File: config.mk
export PLATFORM = sky130hd
export DESIGN_NAME = morse_code_keyer
export DESIGN_NICKNAME = d
export VERILOG_FILES = /design/src/mck_pkg.sv /design/src/morse_code_keyer.sv
export SDC_FILE = /design/constraint.sdc
export NUM_CORES = 1
export LEC_CHECK = 0
export BUFFER_PORTS_ARGS = -buffer_cell sky130_fd_sc_hd__buf_2
export CORE_MARGIN = 4
export CORE_UTILIZATION = 45
export CTS_CLUSTER_DIAMETER = 120
export DETAILED_ROUTE_END_ITERATION = 10
export PLACE_DENSITY = 0.67
export SETUP_SLACK_MARGIN = 0.2
export SLEW_MARGIN = 0
export SYNTH_ARGS = -nofsm -noshare
export SYNTH_HDL_FRONTEND = slang
export SYNTH_SLANG_ARGS = --single-unit
File: constraint.sdc
create_clock -name clk_i -period 17.83 [get_ports clk_i]
set_input_delay 3.566 -clock clk_i [delete_from_list [all_inputs] [get_ports clk_i]]
set_output_delay 3.566 -clock clk_i [all_outputs]
set_load 0.005 [all_outputs]
File: src/mck_pkg.sv
package mck_pkg;

  localparam int unsigned CountBits = 16;
  localparam int unsigned DotBits   = 12;
  localparam int unsigned UnitBits  = 4;
  localparam int unsigned ProdBits  = DotBits + UnitBits;

  typedef logic [CountBits-1:0] count_t;

  typedef enum logic [3:0] {
    PhIdle  = 4'b0001,
    PhMark  = 4'b0010,
    PhSpace = 4'b0100,
    PhGap   = 4'b1000
  } phase_e;

  typedef struct packed {
    logic key_on;
    logic busy_res;
    logic dropped;
  } result_t;

  localparam logic [1:0] RegDotTicks   = 2'd0;
  localparam logic [1:0] RegDashUnits  = 2'd1;
  localparam logic [1:0] RegLetterGap  = 2'd2;
  localparam logic [1:0] RegWordGap    = 2'd3;

  localparam logic [7:0] CharA     = 8'h41;
  localparam logic [7:0] CharZero  = 8'h30;
  localparam logic [5:0] DigitBase = 6'd26;

  // count in bits 7:5, pattern in bits 4:0, sent msb first, 1 is dash
  function automatic logic [7:0] code_rom(input logic [5:0] idx);
    logic [7:0] v;
    case (idx)
      6'd0:  v = 8'h48;  6'd1:  v = 8'h90;  6'd2:  v = 8'h94;  6'd3:  v = 8'h70;
      6'd4:  v = 8'h20;  6'd5:  v = 8'h84;  6'd6:  v = 8'h78;  6'd7:  v = 8'h80;
      6'd8:  v = 8'h40;  6'd9:  v = 8'h8E;  6'd10: v = 8'h74;  6'd11: v = 8'h88;
      6'd12: v = 8'h58;  6'd13: v = 8'h50;  6'd14: v = 8'h7C;  6'd15: v = 8'h8C;
      6'd16: v = 8'h9A;  6'd17: v = 8'h68;  6'd18: v = 8'h60;  6'd19: v = 8'h30;
      6'd20: v = 8'h64;  6'd21: v = 8'h82;  6'd22: v = 8'h6C;  6'd23: v = 8'h92;
      6'd24: v = 8'h96;  6'd25: v = 8'h98;  6'd26: v = 8'hBF;  6'd27: v = 8'hAF;
      6'd28: v = 8'hA7;  6'd29: v = 8'hA3;  6'd30: v = 8'hA1;  6'd31: v = 8'hA0;
      6'd32: v = 8'hB0;  6'd33: v = 8'hB8;  6'd34: v = 8'hBC;  6'd35: v = 8'hBE;
      default: v = 8'h00;
    endcase
    return v;
  endfunction

  // dot length times units, saturated to the tick counter width
  function automatic count_t dots_to_ticks(input logic [DotBits-1:0] dot,
                                           input logic [UnitBits-1:0] units);
    logic [DotBits-1:0]  d;
    logic [ProdBits-1:0] p;
    logic [ProdBits:0]   hi;
    d  = (dot == '0) ? DotBits'(1) : dot;
    p  = ProdBits'(d) * ProdBits'(units);
    hi = {1'b0, p} >> CountBits;
    if (hi != '0) begin
      return '1;
    end
    return count_t'(p);
  endfunction

endpackage

File: src/morse_code_keyer.sv
// morse code keyer
// input channel (in_valid_i / in_stall_o): one request per item, cmd_i 0 is
// one timer tick, cmd_i 1 sends the ascii character on char_code_i.
// output channel (out_valid_o / out_stall_i): exactly one result per request,
// key level after that request, busy flag, and a drop flag for a character
// that arrived while a letter or gap was still being timed.
// each request is handled in the cycle it is accepted and its result is
// registered; one request is taken every cycle while in_stall_o is low.
// the single path is the dot_ticks by units multiply feeding the tick counter.
// a two-entry output stage (result register plus skid register) keeps the
// input open while one result waits; in_stall_o rises only once both hold
// results, and nothing is lost or repeated while the receiver stalls.
// reset puts the keyer idle with the key off, empties the output stage and
// loads the registers with dot_ticks 24, dash 3, letter gap 5, word gap 7.
// the apb port writes and reads the four registers at byte addresses 0, 4,
// 8 and 12 with no wait states.
module morse_code_keyer (
  input  logic        clk_i,
  input  logic        rst_ni,
  input  logic        psel,
  input  logic        penable,
  input  logic        pwrite,
  input  logic [3:0]  paddr,
  input  logic [31:0] pwdata,
  output logic [31:0] prdata,
  output logic        pready,
  input  logic        in_valid_i,
  output logic        in_stall_o,
  input  logic        cmd_i,
  input  logic [7:0]  char_code_i,
  output logic        out_valid_o,
  input  logic        out_stall_i,
  output logic        key_on_o,
  output logic        busy_res_o,
  output logic        dropped_o
);

  logic [mck_pkg::DotBits-1:0] dot_ticks_q;
  logic [2:0]                  dash_units_q;
  logic [2:0]                  letter_gap_q;
  logic [3:0]                  word_gap_q;

  mck_pkg::phase_e phase_q, phase_d;
  logic [4:0]      pattern_q, pattern_d;
  logic [2:0]      elements_q, elements_d;
  mck_pkg::count_t ticks_q, ticks_d, ticks_dec, ticks_prod;
  logic            key_q, key_d;

  logic                         in_acc;
  logic                         load_ticks;
  logic [mck_pkg::UnitBits-1:0] units_sel;
  logic                         drop;
  mck_pkg::result_t             res;

  logic             out_valid_q, skid_valid_q;
  mck_pkg::result_t out_q, skid_q;

  logic       cfg_wr;
  logic [1:0] cfg_idx;

  // configuration
  assign pready  = 1'b1;
  assign cfg_wr  = psel && penable && pwrite;
  assign cfg_idx = paddr[3:2];

  always_ff @(posedge clk_i or negedge rst_ni) begin
    if (!rst_ni) begin
      dot_ticks_q  <= 12'd24;
      dash_units_q <= 3'd3;
      letter_gap_q <= 3'd5;
      word_gap_q   <= 4'd7;
    end else if (cfg_wr) begin
      case (cfg_idx)
        mck_pkg::RegDotTicks:  dot_ticks_q  <= pwdata[11:0];
        mck_pkg::RegDashUnits: dash_units_q <= pwdata[2:0];
        mck_pkg::RegLetterGap: letter_gap_q <= pwdata[2:0];
        mck_pkg::RegWordGap:   word_gap_q   <= pwdata[3:0];
        default: ;
      endcase
    end
  end

  always_comb begin
    case (cfg_idx)
      mck_pkg::RegDotTicks:  prdata = {20'd0, dot_ticks_q};
      mck_pkg::RegDashUnits: prdata = {29'd0, dash_units_q};
      mck_pkg::RegLetterGap: prdata = {29'd0, letter_gap_q};
      mck_pkg::RegWordGap:   prdata = {28'd0, word_gap_q};
      default:               prdata = '0;
    endcase
  end

  // keyer next state
  assign in_stall_o = skid_valid_q;
  assign in_acc     = in_valid_i && !skid_valid_q;

  always_comb begin
    logic [7:0]                   code;
    logic                         is_letter, is_digit, is_space;
    logic [5:0]                   rom_idx;
    logic [2:0]                   dash_eff;
    logic [2:0]                   lg_units;
    logic [3:0]                   wg_units;
    logic [4:0]                   pat;
    logic [2:0]                   el;
    logic                         start_el, start_gap;
    logic [mck_pkg::UnitBits-1:0] gap_units;

    is_letter = char_code_i inside {[8'h41:8'h5A]};
    is_digit  = char_code_i inside {[8'h30:8'h39]};
    is_space  = (char_code_i == 8'h20);
    rom_idx   = is_letter ? 6'(char_code_i - mck_pkg::CharA)
                          : 6'(char_code_i - mck_pkg::CharZero) + mck_pkg::DigitBase;
    code      = mck_pkg::code_rom(rom_idx);
    dash_eff  = (dash_units_q == '0) ? 3'd1 : dash_units_q;
    lg_units  = (letter_gap_q == '0) ? 3'd0 : letter_gap_q - 3'd1;
    wg_units  = (word_gap_q > {1'b0, letter_gap_q}) ? word_gap_q - {1'b0, letter_gap_q}
                                                     : 4'd0;
    ticks_dec = (ticks_q == '0) ? '0 : ticks_q - mck_pkg::count_t'(1);

    phase_d    = phase_q;
    pattern_d  = pattern_q;
    elements_d = elements_q;
    key_d      = key_q;
    load_ticks = 1'b0;
    units_sel  = '0;
    drop       = 1'b0;
    start_el   = 1'b0;
    start_gap  = 1'b0;
    gap_units  = '0;
    pat        = pattern_q;
    el         = elements_q;

    if (in_acc) begin
      if (cmd_i) begin
        if (phase_q != mck_pkg::PhIdle) begin
          drop = 1'b1;
        end else if (is_letter || is_digit) begin
          pat = code[4:0];
          el  = code[7:5];
          pattern_d  = pat;
          elements_d = el;
          if (el != '0) begin
            start_el = 1'b1;
          end else begin
            start_gap = 1'b1;
            gap_units = {1'b0, lg_units};
          end
        end else if (is_space) begin
          start_gap = 1'b1;
          gap_units = wg_units;
        end
      end else if (phase_q != mck_pkg::PhIdle) begin
        if (ticks_dec == '0) begin
          case (phase_q)
            mck_pkg::PhMark: begin
              key_d      = 1'b0;
              load_ticks = 1'b1;
              units_sel  = 4'd1;
              phase_d    = mck_pkg::PhSpace;
            end
            mck_pkg::PhSpace: begin
              if (elements_q != '0) begin
                start_el = 1'b1;
              end else begin
                start_gap = 1'b1;
                gap_units = {1'b0, lg_units};
              end
            end
            default: begin
              key_d   = 1'b0;
              phase_d = mck_pkg::PhIdle;
            end
          endcase
        end
      end

      if (start_el) begin
        units_sel  = pat[4] ? {1'b0, dash_eff} : 4'd1;
        pattern_d  = {pat[3:0], 1'b0};
        elements_d = el - 3'd1;
        key_d      = 1'b1;
        load_ticks = 1'b1;
        phase_d    = mck_pkg::PhMark;
      end
      if (start_gap) begin
        units_sel  = gap_units;
        key_d      = 1'b0;
        load_ticks = 1'b1;
        phase_d    = (gap_units == '0) ? mck_pkg::PhIdle : mck_pkg::PhGap;
      end
    end
  end

  assign ticks_prod = mck_pkg::dots_to_ticks(dot_ticks_q, units_sel);

  always_comb begin
    ticks_d = ticks_q;
    if (in_acc && (cmd_i || phase_q != mck_pkg::PhIdle)) begin
      ticks_d = load_ticks ? ticks_prod : (cmd_i ? ticks_q : ticks_dec);
    end
  end

  assign res.key_on   = key_d;
  assign res.busy_res = (phase_d != mck_pkg::PhIdle);
  assign res.dropped  = drop;

  always_ff @(posedge clk_i or negedge rst_ni) begin
    if (!rst_ni) begin
      phase_q    <= mck_pkg::PhIdle;
      pattern_q  <= '0;
      elements_q <= '0;
      ticks_q    <= '0;
      key_q      <= 1'b0;
    end else begin
      phase_q    <= phase_d;
      pattern_q  <= pattern_d;
      elements_q <= elements_d;
      ticks_q    <= ticks_d;
      key_q      <= key_d;
    end
  end

  // output register and skid stage
  always_ff @(posedge clk_i or negedge rst_ni) begin
    if (!rst_ni) begin
      out_valid_q  <= 1'b0;
      skid_valid_q <= 1'b0;
    end else if (!out_valid_q || !out_stall_i) begin
      if (skid_valid_q) begin
        out_valid_q  <= 1'b1;
        skid_valid_q <= 1'b0;
      end else begin
        out_valid_q <= in_acc;
      end
    end else if (in_acc) begin
      skid_valid_q <= 1'b1;
    end
  end

  always_ff @(posedge clk_i) begin
    if (!out_valid_q || !out_stall_i) begin
      if (skid_valid_q) begin
        out_q <= skid_q;
      end else if (in_acc) begin
        out_q <= res;
      end
    end else if (in_acc) begin
      skid_q <= res;
    end
  end

  assign out_valid_o = out_valid_q;
  assign key_on_o    = out_q.key_on;
  assign busy_res_o  = out_q.busy_res;
  assign dropped_o   = out_q.dropped;

endmodule
==> metrics.log <==
INFO  metric timing.critical_path.slowest_cell_delay = approximately 0.7 ns
INFO  metric slew_viol_final = 0
INFO  metric areaGrowthSynthToFinish = 8.510%
INFO  metric synth_area = ~6300 um^2
INFO  metric async_reset_ff_frac = 0.8983
INFO  metric category_of_the_worst_setup_path_capture_point = register
INFO  metric synth_edf_count = 6
INFO  metric post_synth_inst_count = about 760
INFO  metric clk-insertion-delay-late = 0.33 ns
INFO  metric total_wire_length = approximately 15000 um
INFO  metric synth_adder_area_share = 0.1460
INFO  metric use_met2 = 0.3020
INFO  metric overflow = 0
INFO  metric place.gp.congestion = 0.9356
INFO  metric maxCapViolations = 0
INFO  metric max-clock-path-buffers = 2
INFO  metric wl_per_cell = between 15 and 20 um
INFO  metric antenna_violating_nets_post_route = 0
INFO  metric critical_path_cell_count = 27
INFO  metric worst_path_dominant_cell_family = compound AO/OA/AOI/OAI gates
INFO  metric fin_tns_setup = 0 ns
INFO  metric max_clock_freq = 89.35 MHz
INFO  metric cp_max_fo = 12
INFO  metric power_density = 84.35 nW/um^2
INFO  metric route.detailed.drc = 0
INFO  metric synth_top_family_by_area = simple AND/OR/NAND/NOR gates
INFO  metric cts_hold_buffers = 0
INFO  metric slew_headroom = 0.3788
INFO  metric hp-class = register to register
INFO  metric die_h = 126.4 um
INFO  metric grt_setup_unrepaired = no
INFO  metric worst_setup_hold_path_clk_slew = 0.05 ns
INFO  metric setup_violations = 0
INFO  metric number_of_buffers_inserted_by_port_buffering = 46
INFO  metric antennaDiodeCount = 0
INFO  metric post_route_cells_drive_above_1_share = 0.1468
INFO  metric drt_pre_antenna_iters = 5
INFO  metric finalPower = 0.5773 mW
INFO  metric seq_total_area_yosys = 0.2408
INFO  metric grt_most_used_layer = met2
INFO  metric finalHoldViolCount = 0
INFO  metric vias = around 5600
INFO  metric root_buffer = sky130_fd_sc_hd__clkbuf_16
INFO  metric holdPathStages = 2
INFO  metric vias_in_the_first_global_route = 5341
INFO  metric critical_path_arrival = approximately 11 ns
INFO  metric grt_start_max_net_pins = 54
INFO  metric floorplan.initialDensity = 0.4670
INFO  metric std_cell_rows = 42
INFO  metric synth-warning-count = 0
INFO  metric die_area = 15970 um^2
INFO  metric period_share = 0.6277
INFO  metric floorplan.io_pins = 90
INFO  metric initialDrtViolationCount = 433
INFO  metric cts_max_level = 3
INFO  metric yosys-mux-area-fraction = 0.05991
INFO  metric synth_xor_area_frac = 0.02916
INFO  metric critPathBufInv = 3
INFO  metric synth.avg_cell_area = 8.310 um^2
INFO  metric synth_compound_area_frac = 0.2091
INFO  metric worst_setup_path_start_kind = input pin
INFO  metric critPathKind = input pin to register
INFO  metric tritoncts.num_buffers = 9
INFO  metric core-area = 13510 um^2
INFO  metric clock_sinks = 59
INFO  metric dp_hpwl = 11730 um
INFO  metric cts-resized-gates = 0
INFO  metric finalNetCount = 898
INFO  metric rr_worst_depth = 24
INFO  metric worst-slew-pin-transition = 0.9275 ns
INFO  metric commonest_cells_after_routing_fill_and_taps_aside = sky130_fd_sc_hd__nand2_1, sky130_fd_sc_hd__inv_1, sky130_fd_sc_hd__nor2_1
INFO  metric wp_data_required = approximately 18 ns
INFO  metric worst_path_max_delay_cell = sky130_fd_sc_hd__a31oi_1
INFO  metric yosys_most_used_dff = sky130_fd_sc_hd__dfrtp_1
INFO  metric min_period = 11.19 ns
INFO  metric gr-usage-met3 = 0.03615
INFO  metric post_synth_num_cell_types = 77
INFO  metric gr-usage-all-layers = 0.1945
INFO  metric fillCellCount = 1252
INFO  metric postLayoutCoreUtil = 0.5068
INFO  metric grt_first_pass_wirelength = around 26000 um
INFO  metric viasPerCell = 5.760
INFO  metric tritoncts = done
INFO  metric static-leakage-power = between 3 and 4 nW
INFO  metric antenna_found_initial = 0
INFO  metric synth-simple-area-share = 0.2311
INFO  metric fin_skew = 0.007232 ns
INFO  metric met1_usage = 0.2833
INFO  metric outcome = complete, no violations
INFO  metric ys_seq_elements = 59
INFO  metric die_w = 126.4 um
INFO  metric cts.repair_timing.setup_buffer_count = 0
INFO  metric ir_drop = 0.07229 mV
-- cell families after synthesis --
kind of cell,count (synthesis)
simple gates,277
compound gates,197
buf+inv,112
fa+ha+maj,61
flops,59
mux,30
xor+xnor,21
other cells,2
-- report_power, final --
part	switching (mW)	internal (mW)	leakage [nW]	total, mW
Sequential	0.0432	0.174	0.706	0.217
Combinational	0.108	0.0827	2.17	0.191
Clock	0.0620	0.107	0.140	0.169
Total	0.214	0.364	3.02	0.577
-- worst paths after layout --
| kind | start | endpoint | slack, ns |
|---|---|---|---|
| worst max-delay path | char_code_i[1] | ticks_q[15] | 6.64 |
| worst min-delay path | pattern_q[0] | pattern_q[0] | 0.48 |
| worst max register to register | ticks_q[0] | ticks_q[15] | 10.58 |
| worst min register to register | pattern_q[0] | pattern_q[0] | 0.48 |
| max in group asynchronous | rst_ni | dot_ticks_q[7] | 14.00 |
| min in group asynchronous | rst_ni | ticks_q[1] | 3.37 |
-- through the flow --
step	cells	area, um^2	setup WS, ns	hold slack [ns]
floorplan	778	6379	7.939	0.4497
global placement	950	6559	6.638	0.4646
detailed placement	950	6559	6.358	0.4800
CTS	966	6844	6.672	0.4920
global route	966	6844	6.179	0.5188
finish	966	6844	6.639	0.4825
-- synthesized netlist by cell type (all sizes together) (5+ instances only) --
| master | count | area share |
|---|---|---|
| nor3b | 5 | 0.0060 |
| nand2b | 10 | 0.0099 |
| mux2 | 22 | 0.039 |
| o2bb2ai | 5 | 0.0069 |
| edfxtp | 6 | 0.029 |
| nor2b | 9 | 0.0089 |
| dfrtp | 43 | 0.17 |
| or2 | 8 | 0.0079 |
| inv | 57 | 0.034 |
| nand2 | 58 | 0.035 |
| xnor2 | 12 | 0.017 |
| clkbuf | 25 | 0.015 |
| nand3 | 10 | 0.0079 |
| a21oi | 43 | 0.034 |
| o21ai | 51 | 0.041 |
| a211oi | 14 | 0.017 |
| or3 | 12 | 0.012 |
| and2 | 48 | 0.048 |
| o31ai | 5 | 0.0060 |
| nor4 | 13 | 0.013 |
| a31oi | 8 | 0.0079 |
| ha | 40 | 0.079 |
| dfstp | 10 | 0.042 |
| a21o | 8 | 0.0095 |
| nor2 | 55 | 0.033 |
| nor3 | 28 | 0.023 |
| o21a | 5 | 0.0060 |
| fa | 21 | 0.067 |
| buf | 30 | 0.034 |
| o211ai | 17 | 0.020 |
| xor2 | 9 | 0.012 |
-- worst register-to-register path: cells and delay by family, from the launching register on --
kind | cells | cell delay [ns]
xor+xnor | 1 | 0.10
compound gates | 13 | 3.39
fa+ha+maj | 4 | 1.67
buf+inv | 2 | 0.15
simple gates | 4 | 1.41
flops | 1 | 0.44
-- registers in the layout, summed over array words and instances, names as in the netlist, 3 cells and up --
signal and cells:
skid_q 3, word_gap_q 4, letter_gap_q 3, elements_q 3
ticks_q 16, dot_ticks_q 12, phase_q 4, pattern_q 5
dash_units_q 3
-- per-layer routing --
metal | part of all wire | vias up
li1 | - | 2721
met1 | 0.48 | 2660
met2 | 0.46 | 166
met3 | 0.051 | 17
met4 | 0.011 | 0
met5 | 0 | -
-- cell type report --
class | count | area, um^2 | share of cell area
inverters | 57 | 214.0 | 0.03126
repair buffers | 51 | 267.8 | 0.03912
multi-input cells | 607 | 4338 | 0.6338
well taps | 176 | 220.2 | 0.03218
clock inverters | 6 | 56.30 | 0.008227
flip-flops and latches | 59 | 1519 | 0.2219
clock buffers | 10 | 229.0 | 0.03346
No activity file was read; power rests on OpenSTA's default activity.
